## src/rtl/pu_pkg.sv

```systemverilog
`timescale 1ns / 1ps
// ----------------------------------------------------------------------------
// pu_pkg - shared types and tables for the permutation unranker
// Field widths, the link and control structs of the cell row, the state
// enum and saturated factorial tables.
// ----------------------------------------------------------------------------
package pu_pkg;

    localparam int RANK_W     = 29;  // rank field
    localparam int VALUE_W    = 32;  // value field
    localparam int POS_W      = 4;   // position field
    localparam int PROD_W     = 30;  // saturated products, one bit above any rank
    localparam int OFF_W      = 5;   // element offset, covers up to 20 elements
    localparam int FACT_ARG_W = 5;   // factorial argument, 0 .. 20

    localparam logic [PROD_W-1:0] PROD_SAT = {PROD_W{1'b1}};

    typedef enum logic {
        ST_IDLE,
        ST_RUN
    } t_state;

    // control broadcast to every cell
    typedef struct packed {
        logic                  load;  // restart the row with offsets 0, 1, 2 ...
        logic                  shift; // drop the picked entry, close the gap
        logic [FACT_ARG_W-1:0] m;     // positions still to follow
        logic [RANK_W-1:0]     rem;   // remaining 0-based rank
    } t_cell_ctrl;

    // what a cell hands to its lower neighbour
    typedef struct packed {
        logic [OFF_W-1:0] offset;
        logic             ge;     // rem >= index * m!
    } t_link;

    // m!, saturated once it passes any possible rank
    function automatic logic [PROD_W-1:0] fact_sat(input logic [FACT_ARG_W-1:0] m);
        logic [PROD_W-1:0] f;
        case (m)
            5'd0:    f = 30'd1;
            5'd1:    f = 30'd1;
            5'd2:    f = 30'd2;
            5'd3:    f = 30'd6;
            5'd4:    f = 30'd24;
            5'd5:    f = 30'd120;
            5'd6:    f = 30'd720;
            5'd7:    f = 30'd5040;
            5'd8:    f = 30'd40320;
            5'd9:    f = 30'd362880;
            5'd10:   f = 30'd3628800;
            5'd11:   f = 30'd39916800;
            5'd12:   f = 30'd479001600;
            default: f = PROD_SAT;
        endcase
        return f;
    endfunction

    // k * m!, saturated; k is a fixed cell index, so this folds to a table
    function automatic logic [PROD_W-1:0] scaled_fact(input int k,
                                                      input logic [FACT_ARG_W-1:0] m);
        logic [PROD_W-1:0]            f;
        logic [PROD_W+OFF_W-1:0]      p;
        logic [PROD_W-1:0]            r;
        f = fact_sat(m);
        p = (PROD_W+OFF_W)'(f) * (PROD_W+OFF_W)'(k);
        if (k == 0) begin
            // index zero always sits at or below the remaining rank
            r = '0;
        end else if (f == PROD_SAT || p >= (PROD_W+OFF_W)'(PROD_SAT)) begin
            r = PROD_SAT;
        end else begin
            r = p[PROD_W-1:0];
        end
        return r;
    endfunction

endpackage

```

## src/rtl/pu_cell.sv

```systemverilog
`timescale 1ns / 1ps
// ----------------------------------------------------------------------------
// pu_cell - one slot of the unused-element row
// Holds one unused element offset, compares the remaining rank against
// index * m! and closes the gap when an entry at or below it is taken.
// ----------------------------------------------------------------------------
module pu_cell #(
    parameter int INDEX = 0
) (
    input  logic                      i_clk,
    input  pu_pkg::t_cell_ctrl        i_ctrl,
    input  pu_pkg::t_link             i_next,
    output pu_pkg::t_link             o_link,
    output logic [pu_pkg::OFF_W-1:0]  o_pick_offset,
    output logic [pu_pkg::PROD_W-1:0] o_pick_prod
);

    logic [pu_pkg::OFF_W-1:0]  r_offset;
    logic [pu_pkg::OFF_W-1:0]  n_offset;
    logic [pu_pkg::PROD_W-1:0] w_prod;
    logic                      w_ge;
    logic                      w_sel;

    assign w_prod = pu_pkg::scaled_fact(INDEX, i_ctrl.m);
    assign w_ge   = {1'b0, i_ctrl.rem} >= w_prod;
    // digit equals this index: threshold edge sits here
    assign w_sel  = w_ge & ~i_next.ge;

    always_comb begin
        n_offset = r_offset;
        if (i_ctrl.load) begin
            n_offset = pu_pkg::OFF_W'(INDEX);
        end else if (i_ctrl.shift && !i_next.ge) begin
            n_offset = i_next.offset;
        end
    end

    always_ff @(posedge i_clk) begin
        r_offset <= n_offset;
    end

    assign o_link        = '{offset: r_offset, ge: w_ge};
    assign o_pick_offset = w_sel ? r_offset : '0;
    assign o_pick_prod   = w_sel ? w_prod : '0;

endmodule

```

## config.mk

```make
export PLATFORM = sky130hd
export DESIGN_NAME = pu_cell
export DESIGN_NICKNAME = d
export VERILOG_FILES = /design/src/rtl/pu_pkg.sv /design/src/rtl/pu_cell.sv
export SDC_FILE = /design/constraint.sdc
export NUM_CORES = 1
export LEC_CHECK = 0
export ABC_AREA = 1
export BUFFER_PORTS_ARGS = -buffer_cell sky130_fd_sc_hd__clkbuf_2
export CAP_MARGIN = 10
export CORE_UTILIZATION = 27
export CTS_CLUSTER_DIAMETER = 40
export DETAILED_ROUTE_END_ITERATION = 8
export PLACE_DENSITY_LB_ADDON = 0.12
export SLEW_MARGIN = 20
export SYNTH_ARGS = -nofsm -noshare
export SYNTH_HDL_FRONTEND = slang
export SYNTH_SLANG_ARGS = --single-unit
```

## constraint.sdc

```tcl
create_clock -name i_clk -period 0.8 [get_ports i_clk]
set_input_delay 0.08 -clock i_clk [delete_from_list [all_inputs] [get_ports i_clk]]
set_output_delay 0.08 -clock i_clk [all_outputs]
set_load 0.01 [all_outputs]
```

[Yosys cells after proc, flatten, opt, wreduce, memory -nomap -nowiden]
Cells that the tools add are included.
Operators by class
  $lt $le $gt $ge: 1
  mux-type cells: 1
  bitwise logic cells: 2
  reductions and logical operators: 2
Operators with widths (count)
  29-bit by 1-bit greater-or-equal comparator with 1-bit output, second input constant: 1
  5-bit two-way mux: 1
  1-bit AND: 1
  1-bit logical AND: 1
  1-bit zero test: 1
  1-bit NOT: 1
Storage, ports and cells
  register bits after elaboration: 5
  input port bits: 43
  output and inout port bits: 41
  word-level logic and storage cells: 7

[Longest topological paths before layout]
Gate-level depths: netlist of the first run.
  depth after elaboration: 3
  mapped depth: 4
  depth with buffers taken out: 4

[Worst setup path after synthesis of the first run]
No wires, ideal clock.
  path kind: flip-flop to output port
  start point: register r_offset[0] (netlist bit)
  end point: output port o_pick_offset[0] (netlist bit)
  arrival time: 0.581 ns
  data required time: 0.720 ns
  setup slack: 0.139 ns
  cell stages (with the launch flop): 3
  buffers on the path: 0
  cells stage by stage: dfxtp_1 -> inv_1 -> nor2_1
Between the ends
  word-level cells in the longest chain between the ends: 1
Ends and longest elaborated chain
  start: declaration: RTL line pu_cell.sv:18  | logic [pu_pkg::OFF_W-1:0] r_offset;
  start signal: assignment: RTL line pu_cell.sv:39  | r_offset <= n_offset;
  5-bit two-way mux: RTL line pu_cell.sv:43  | assign o_pick_offset = w_sel ? r_offset : '0;
  end: declaration: RTL line pu_cell.sv:14  | output logic [pu_pkg::OFF_W-1:0] o_pick_offset,
Every way passes these cells.

[Final worst setup path of the first run]
  start point: register r_offset[4] (netlist bit)
  end point: output port o_pick_offset[4] (netlist bit)
Same word-level chain as after synthesis.

==> out/qor.yml, run 1 <==
total_power_w: 0.000770
dr.pass1.iters: 3
largest_register_ffs: 5
ys_ff_latch: 5
grt_pass1_wl_mm: 1.04
synth_warnings: 0
avgSynthCellArea_um2: 6.43
r2r-end: "r_offset[2]"
synthArstFlopShare_pct: 0
port_buffers: 18
dieHeight_um: 44.8
multiInputGateArea_um2: 223
grtUsageMet3_pct: 1.60
drt_iter0_markers: 1
cpMaxStageDelayCell: "dfxtp_2"
grt_pass1_vias: 247
fin_nets: 143
place_congestion: 0.616
grt_start_max_net_pins: 8
place_inst: 118
ff2ff_setup_slack_ns: 0.10
die_area_um2: 2010
synth_area_um2: 495
status: "complete, but fails checks"
p_leak_nw: 0.356
clock_path_buffers: 2
pwr-share-clk_pct: 37.5
post-synth-top-area-cell: "buf_4"
cp-end-kind: "output port"
drv_cap: 0
registers.top_by_ff_count: "r_offset"
post_synth_main_area_contributors: "buf_4 47%, dfxtp_1 20%, nor2_1 11%"
max_freq_ghz: 1.13
final_cells: 124
die_w_um: 44.8
switching_share_pct: 32.4
cts_root_buf: "clkbuf_4"
drive_gt1_share_pct: 32.3
final_cell_area_um2: 541
power.share.sequential_pct: 36.7
top_usage_layer: "met1"
synthDominantCellAreaShare_pct: 47.0
setup_ws_ns: -0.0870
viasPerCell: 3.18
clkTransAtPathRegs_ns: 0.04
drv_slew: 0
netlist_top_cells_count: "31 x buf_4, 15 x nor2_1, 11 x inv_1"
yosysSeqAreaShare_pct: 20.2
cts.sinks: 5
combinationalPowerShare_pct: 25.7
switching_power_w: 0.000250
synth_flop_cell: "dfxtp_1"
r2r_cells: 3
hpwl_um: 584
worstReg2RegStart: "r_offset[2]"
num_vias: 394
grt_setup_unrepaired: "yes"
holdBufCountCts: 0
cts_max_level: 1
antenna_found_initial: 0
synth.distinct_cells: 9
path_cells: "inv_1, nor2_1, buf_2"
synth.most_common_cell: "buf_4"
worst-endpoint-arrival_ns: 0.81
core_area_um2: 1730
peakVddDrop_uv: 407
largest_registers: "r_offset x5"
post-route-util_pct: 31.3
period_minus_slack_ns: 0.887
drcViolationCount: 0
grt.total_usage_pct: 7.58
hold_viol: 0
violations: "setup timing"
ff_latch_area_um2: 106
slowest_delay_ns: 0.33
insertion_delay_ns: 0.24
syn2layout_area_growth_pct: 9.09
finalCritPeriodShare_pct: 111
wl_per_cell_um: 5.77
drtAntennaViolNets: 0
io-pin-count: 84
gr-usage-met2_pct: 9.41
gr-usage-met1_pct: 9.76
min_path_cells: 4
holdPathEnd: "r_offset[1]"
antenna_cells: 0
setup_viol: 5
syn_inst: 77
start_kind: "flop"
start_util_pct: 28.7
cts_tree: "built"
wirelength_um: 715
hold_path.class: "input port to flop"
path_max_fanout: 3
overflow: 0
synth-edff-count: 0
finClkSkew_ns: 0
hp-start: "i_ctrl[35]"
p_int_w: 0.000520
powerDensity_nw_per_um2: 1430
rows: 15
fillers: 205
place_area_um2: 493
worstSetupPathType: "flop to output port"
cts_made_buffers: 3
worst_ep_required_time_ns: 0.72
-- kinds of logic (layout without fill, tap and decap cells) --
group	count (synthesis)	after routing	synth area share (%)
buffers and inverters	44	37	56.8
DFF	5	5	20.2
other	2	31	1.52
and+or+nand+nor	26	26	21.5
-- stage by stage --
| stage | worst slack (ns) | setup TNS, ns | hold WS (ns) |
|---|---|---|---|
| 2_1_floorplan | 0.139 | 0 | 0.208 |
| 3_3_place_gp | 0.0911 | 0 | 0.383 |
| 3_5_place_dp | 0.0721 | 0 | 0.382 |
| 4_1_cts | -0.112 | -0.532 | 0.116 |
| 5_1_grt | -0.144 | -0.683 | 0.146 |
| 6_report | -0.0870 | -0.420 | 0.120 |
-- worst max-delay path by stage --
stage,depth (start not counted),end,slack (ns),from
3_3_place_gp,4,r_offset[4],0.09,i_next[0]
5_1_grt,3,o_pick_offset[2],-0.14,r_offset[2]
4_1_cts,3,o_pick_offset[1],-0.11,r_offset[1]
6_report,3,o_pick_offset[4],-0.09,r_offset[4]
2_1_floorplan,2,o_pick_offset[0],0.14,r_offset[0]
3_5_place_dp,4,r_offset[2],0.07,i_next[0]
-- routing by layer --
| metal | vias up | share of wire, % |
|---|---|---|
| met5 | - | 0 |
| met4 | 0 | 1.8 |
| met3 | 2 | 12 |
| met2 | 36 | 39 |
| met1 | 153 | 47 |
| li1 | 203 | - |
-- final cells by class --
cell class | instances | area share, %
clock buffer | 4 | 4.86
multi-input combinational | 57 | 41.2
inverter | 13 | 9.03
tap | 25 | 5.79
timing repair buffer | 20 | 19.4
sequential | 5 | 19.7
-- power groups by stage --
stage	registers, W	logic (W)	clock network [W]
2_1_floorplan	0.000290	0.000233	0
3_3_place_gp	0.000283	0.000188	0
3_5_place_dp	0.000284	0.000189	0
4_1_cts	0.000283	0.000189	0.000305
5_1_grt	0.000284	0.000233	0.000323
6_report	0.000283	0.000198	0.000289
-- critical path: cells and delay by family (launching register included) --
family | cells | cell delay [ns]
flops | 1 | 0.33
buf+inv | 2 | 0.17
simple gates | 1 | 0.07
-- placed cells by master (no fill, tap or decap), drive strengths merged --
| cell type | instances |
|---|---|
| conb | 31 |
| nor2 | 16 |
| clkbuf | 14 |
| inv | 13 |
| buf | 10 |
| nand3 | 5 |
| nand2 | 5 |
| dfxtp | 5 |
-- repair_timing --
| action | CTS | global route |
|---|---|---|
| buffers inserted | 0 | 2 |
| gates resized for setup | 5 | 9 |
| endpoints found under the setup margin | 10 | 10 |
No activity file was read; power rests on OpenSTA's default activity.
==> run 2: changes to the inputs <==
- CELL_PAD_IN_SITES_DETAIL_PLACEMENT: unset -> 0
- CELL_PAD_IN_SITES_GLOBAL_PLACEMENT: unset -> 1
- CORE_ASPECT_RATIO: unset -> 0.7
- CORE_UTILIZATION: 27 -> 14
==> run 2 against run 1 <==
Net effect:
- the flow still finishes with violations (setup timing)
- power rose by 25%
- die area rose by 88%
- critical path type unchanged
- non-clock buffer count rose by 2
- combinational power rose by 9%
- largest cell class unchanged
- first-iteration DRC count rose to 15 times the previous value
- clock power rose by 59%
- utilization fell by 13 points
- via count rose by 2.3%
- sequential power barely moved
- global-route usage fell by 2.6 points
- routed wire length rose by 19%
- sequential share of layout area fell by 2.3 points
==> out/qor.yml, run 2 (synthesized netlist as in run 1, its figures left out) <==
status: "complete, but fails checks"
violations: "setup timing"
fin_tns_setup_ns: -0.380  # +0.0393 ns
drtAntennaViolNets: 0  # unchanged
drv_slew: 0  # unchanged
dieHeight_um: 51.8  # +15%
holdBufCountCts: 0  # unchanged
r2r_cells: 3  # unchanged
grt_pass1_vias: 329  # +33%
cts_max_level: 1  # unchanged
top_layer: "met4"
layout_common_cells: "31 x conb_1, 14 x nor2_1, 11 x clkbuf_2"
worst-path-stages: 3  # unchanged
antenna_cells: 0  # unchanged
setup_ws_ns: -0.0728  # +0.0142 ns
fin_nets: 145  # +1.4%
dr.pass1.iters: 2  # -1
fillers: 391  # +91%
p_leak_nw: 0.373  # +4.8%
place_inst: 140  # +19%
start_util_pct: 15.2  # -13 points
insertion_delay_ns: 0.22  # -0.02 ns
final_common_cell: "conb_1"
cpMaxStageDelayCell: "dfxtp_2"
path_max_fanout: 3  # unchanged
cp-end-kind: "output port"
io-pin-count: 84  # unchanged
max_freq_ghz: 1.15  # +1.6%
start_kind: "flop"
largest_registers: "r_offset x5"
grt.total_usage_pct: 4.97  # -2.6 points
viasPerCell: 2.72  # -14%
die_area_um2: 3790  # +88%
worstSetupPathType: "flop to output port"
drcViolationCount: 0  # unchanged
peakVddDrop_uv: 320  # -21%
worst_ep_required_time_ns: 0.72  # about the same
place_congestion: 0.622  # +0.91%
die_w_um: 73.1  # +63%
drt_iter0_markers: 15  # +14
final_cells: 148  # +19%
cts_root_buf: "clkbuf_8"
ff_latch_area_um2: 106  # unchanged
port_buffers: 18  # unchanged
dr_wl_met3_um: 80  # -5.9%
worst-endpoint-arrival_ns: 0.79  # -0.02 ns
place_area_um2: 520  # +5.6%
hpwl_um: 733  # +25%
cts_made_buffers: 3  # unchanged
slowest_delay_ns: 0.33  # about the same
finClkSkew_ns: 0  # unchanged
min_path_cells: 4  # unchanged
wl_met2_um: 458  # +62%
path_cells: "inv_2, nor2_2, buf_2"
pre_cts_ws_ns: 0.0773  # +0.00520 ns
drive_gt1_share_pct: 38.6  # +6.3 points
core_area_um2: 3250  # +88%
hold_path.class: "input port to flop"
clkTransAtPathRegs_ns: 0.03  # about the same
grt_setup_unrepaired: "yes"
crit_family: "flip-flops"
registers.top_by_ff_count: "r_offset"
period_minus_slack_ns: 0.873  # -0.0142 ns
cts.sinks: 5  # unchanged
grt_pass1_wl_mm: 1.31  # +26%
antenna_found_initial: 0  # unchanged
path_buf_inv: 2  # unchanged
num_vias: 403  # +2.3%
wirelength_um: 850  # +19%
clock_path_buffers: 2  # unchanged
syn2layout_area_growth_pct: 23.2
finalCritPeriodShare_pct: 109  # -1.8 points
cts_tree: "built"
grt_start_max_net_pins: 8  # unchanged
multiInputGateArea_um2: 225  # +1.1%
powerDensity_nw_per_um2: 1570  # +10%
rows: 17  # +2
drv_cap: 0  # unchanged
wl_per_cell_um: 5.74  # -0.40%
final_cell_area_um2: 611  # +13%
largest_register_ffs: 5  # unchanged
overflow: 0  # unchanged
hold_viol: 0  # unchanged
setup_viol: 6  # +1
drt-met1-wl_um: 294  # -12%
[run 2: cell count changes in the layout (fill, tap and decap cells not counted), moves of 2 or more]
cell	previous run	this run
buf_4	2	4
inv_1	10	6
clkbuf_4	3	0
buf_2	8	6
clkbuf_8	0	3
inv_2	3	7
[run 2: per-layer routing]
layer / GRT usage [%] / vias up
met2: 8.80 / 22
met3: 3.49 / 2
li1: - / 206
met4: 1.96 / 0
met1: 4.41 / 173
met5: 0 / -
[run 2: final timing paths]
| kind | from | to | slack (ns) |
|---|---|---|---|
| worst max-delay path | r_offset[1] | o_pick_offset[1] | -0.07 |
| worst min-delay path | i_ctrl[35] | r_offset[0] | 0.16 |
| worst min register to register | r_offset[1] | r_offset[1] | 0.50 |
| worst max register to register | r_offset[2] | r_offset[2] | 0.11 |
[run 2: area by class of cell]
cell class,count,share of cell area (%)
Multi-Input combinational cell,57,36.9
Inverter,13,7.99
Timing Repair Buffer,22,20.7
Tap cell,47,9.63
Clock buffer,4,7.38
Sequential cell,5,17.4
[run 2: stage by stage]
step | utilization [%] | total power [W] | hold WS [ns]
finish | 18.8 | 0.000960 | 0.157
global placement | 16.0 | 0.000476 | 0.400
detailed placement | 16.0 | 0.000476 | 0.397
floorplan | - | 0.000523 | 0.208
global route | 18.8 | 0.00104 | 0.186
CTS | 18.3 | 0.000960 | 0.161
[run 2: report_power, final]
part | switching [W] | total (W) | internal, W
registers | 0.0000143 | 0.000286 | 0.000271
clock network | 0.000117 | 0.000459 | 0.000341
logic | 0.000141 | 0.000215 | 0.0000738
total | 0.000273 | 0.000960 | 0.000687
[run 2: repair_timing]
item	4_1_cts	5_1_grt
setup endpoints to repair	5	6
pin swaps	2	2
setup buffers	3	1
gates resized for setup	5	14
[run 2: worst reg2reg max path, delay by kind of cell (launching register included)]
family | cells | cell delay (ns)
buffers and inverters | 1 | 0.12
flip-flops | 1 | 0.32
AND/OR/NAND/NOR | 2 | 0.14
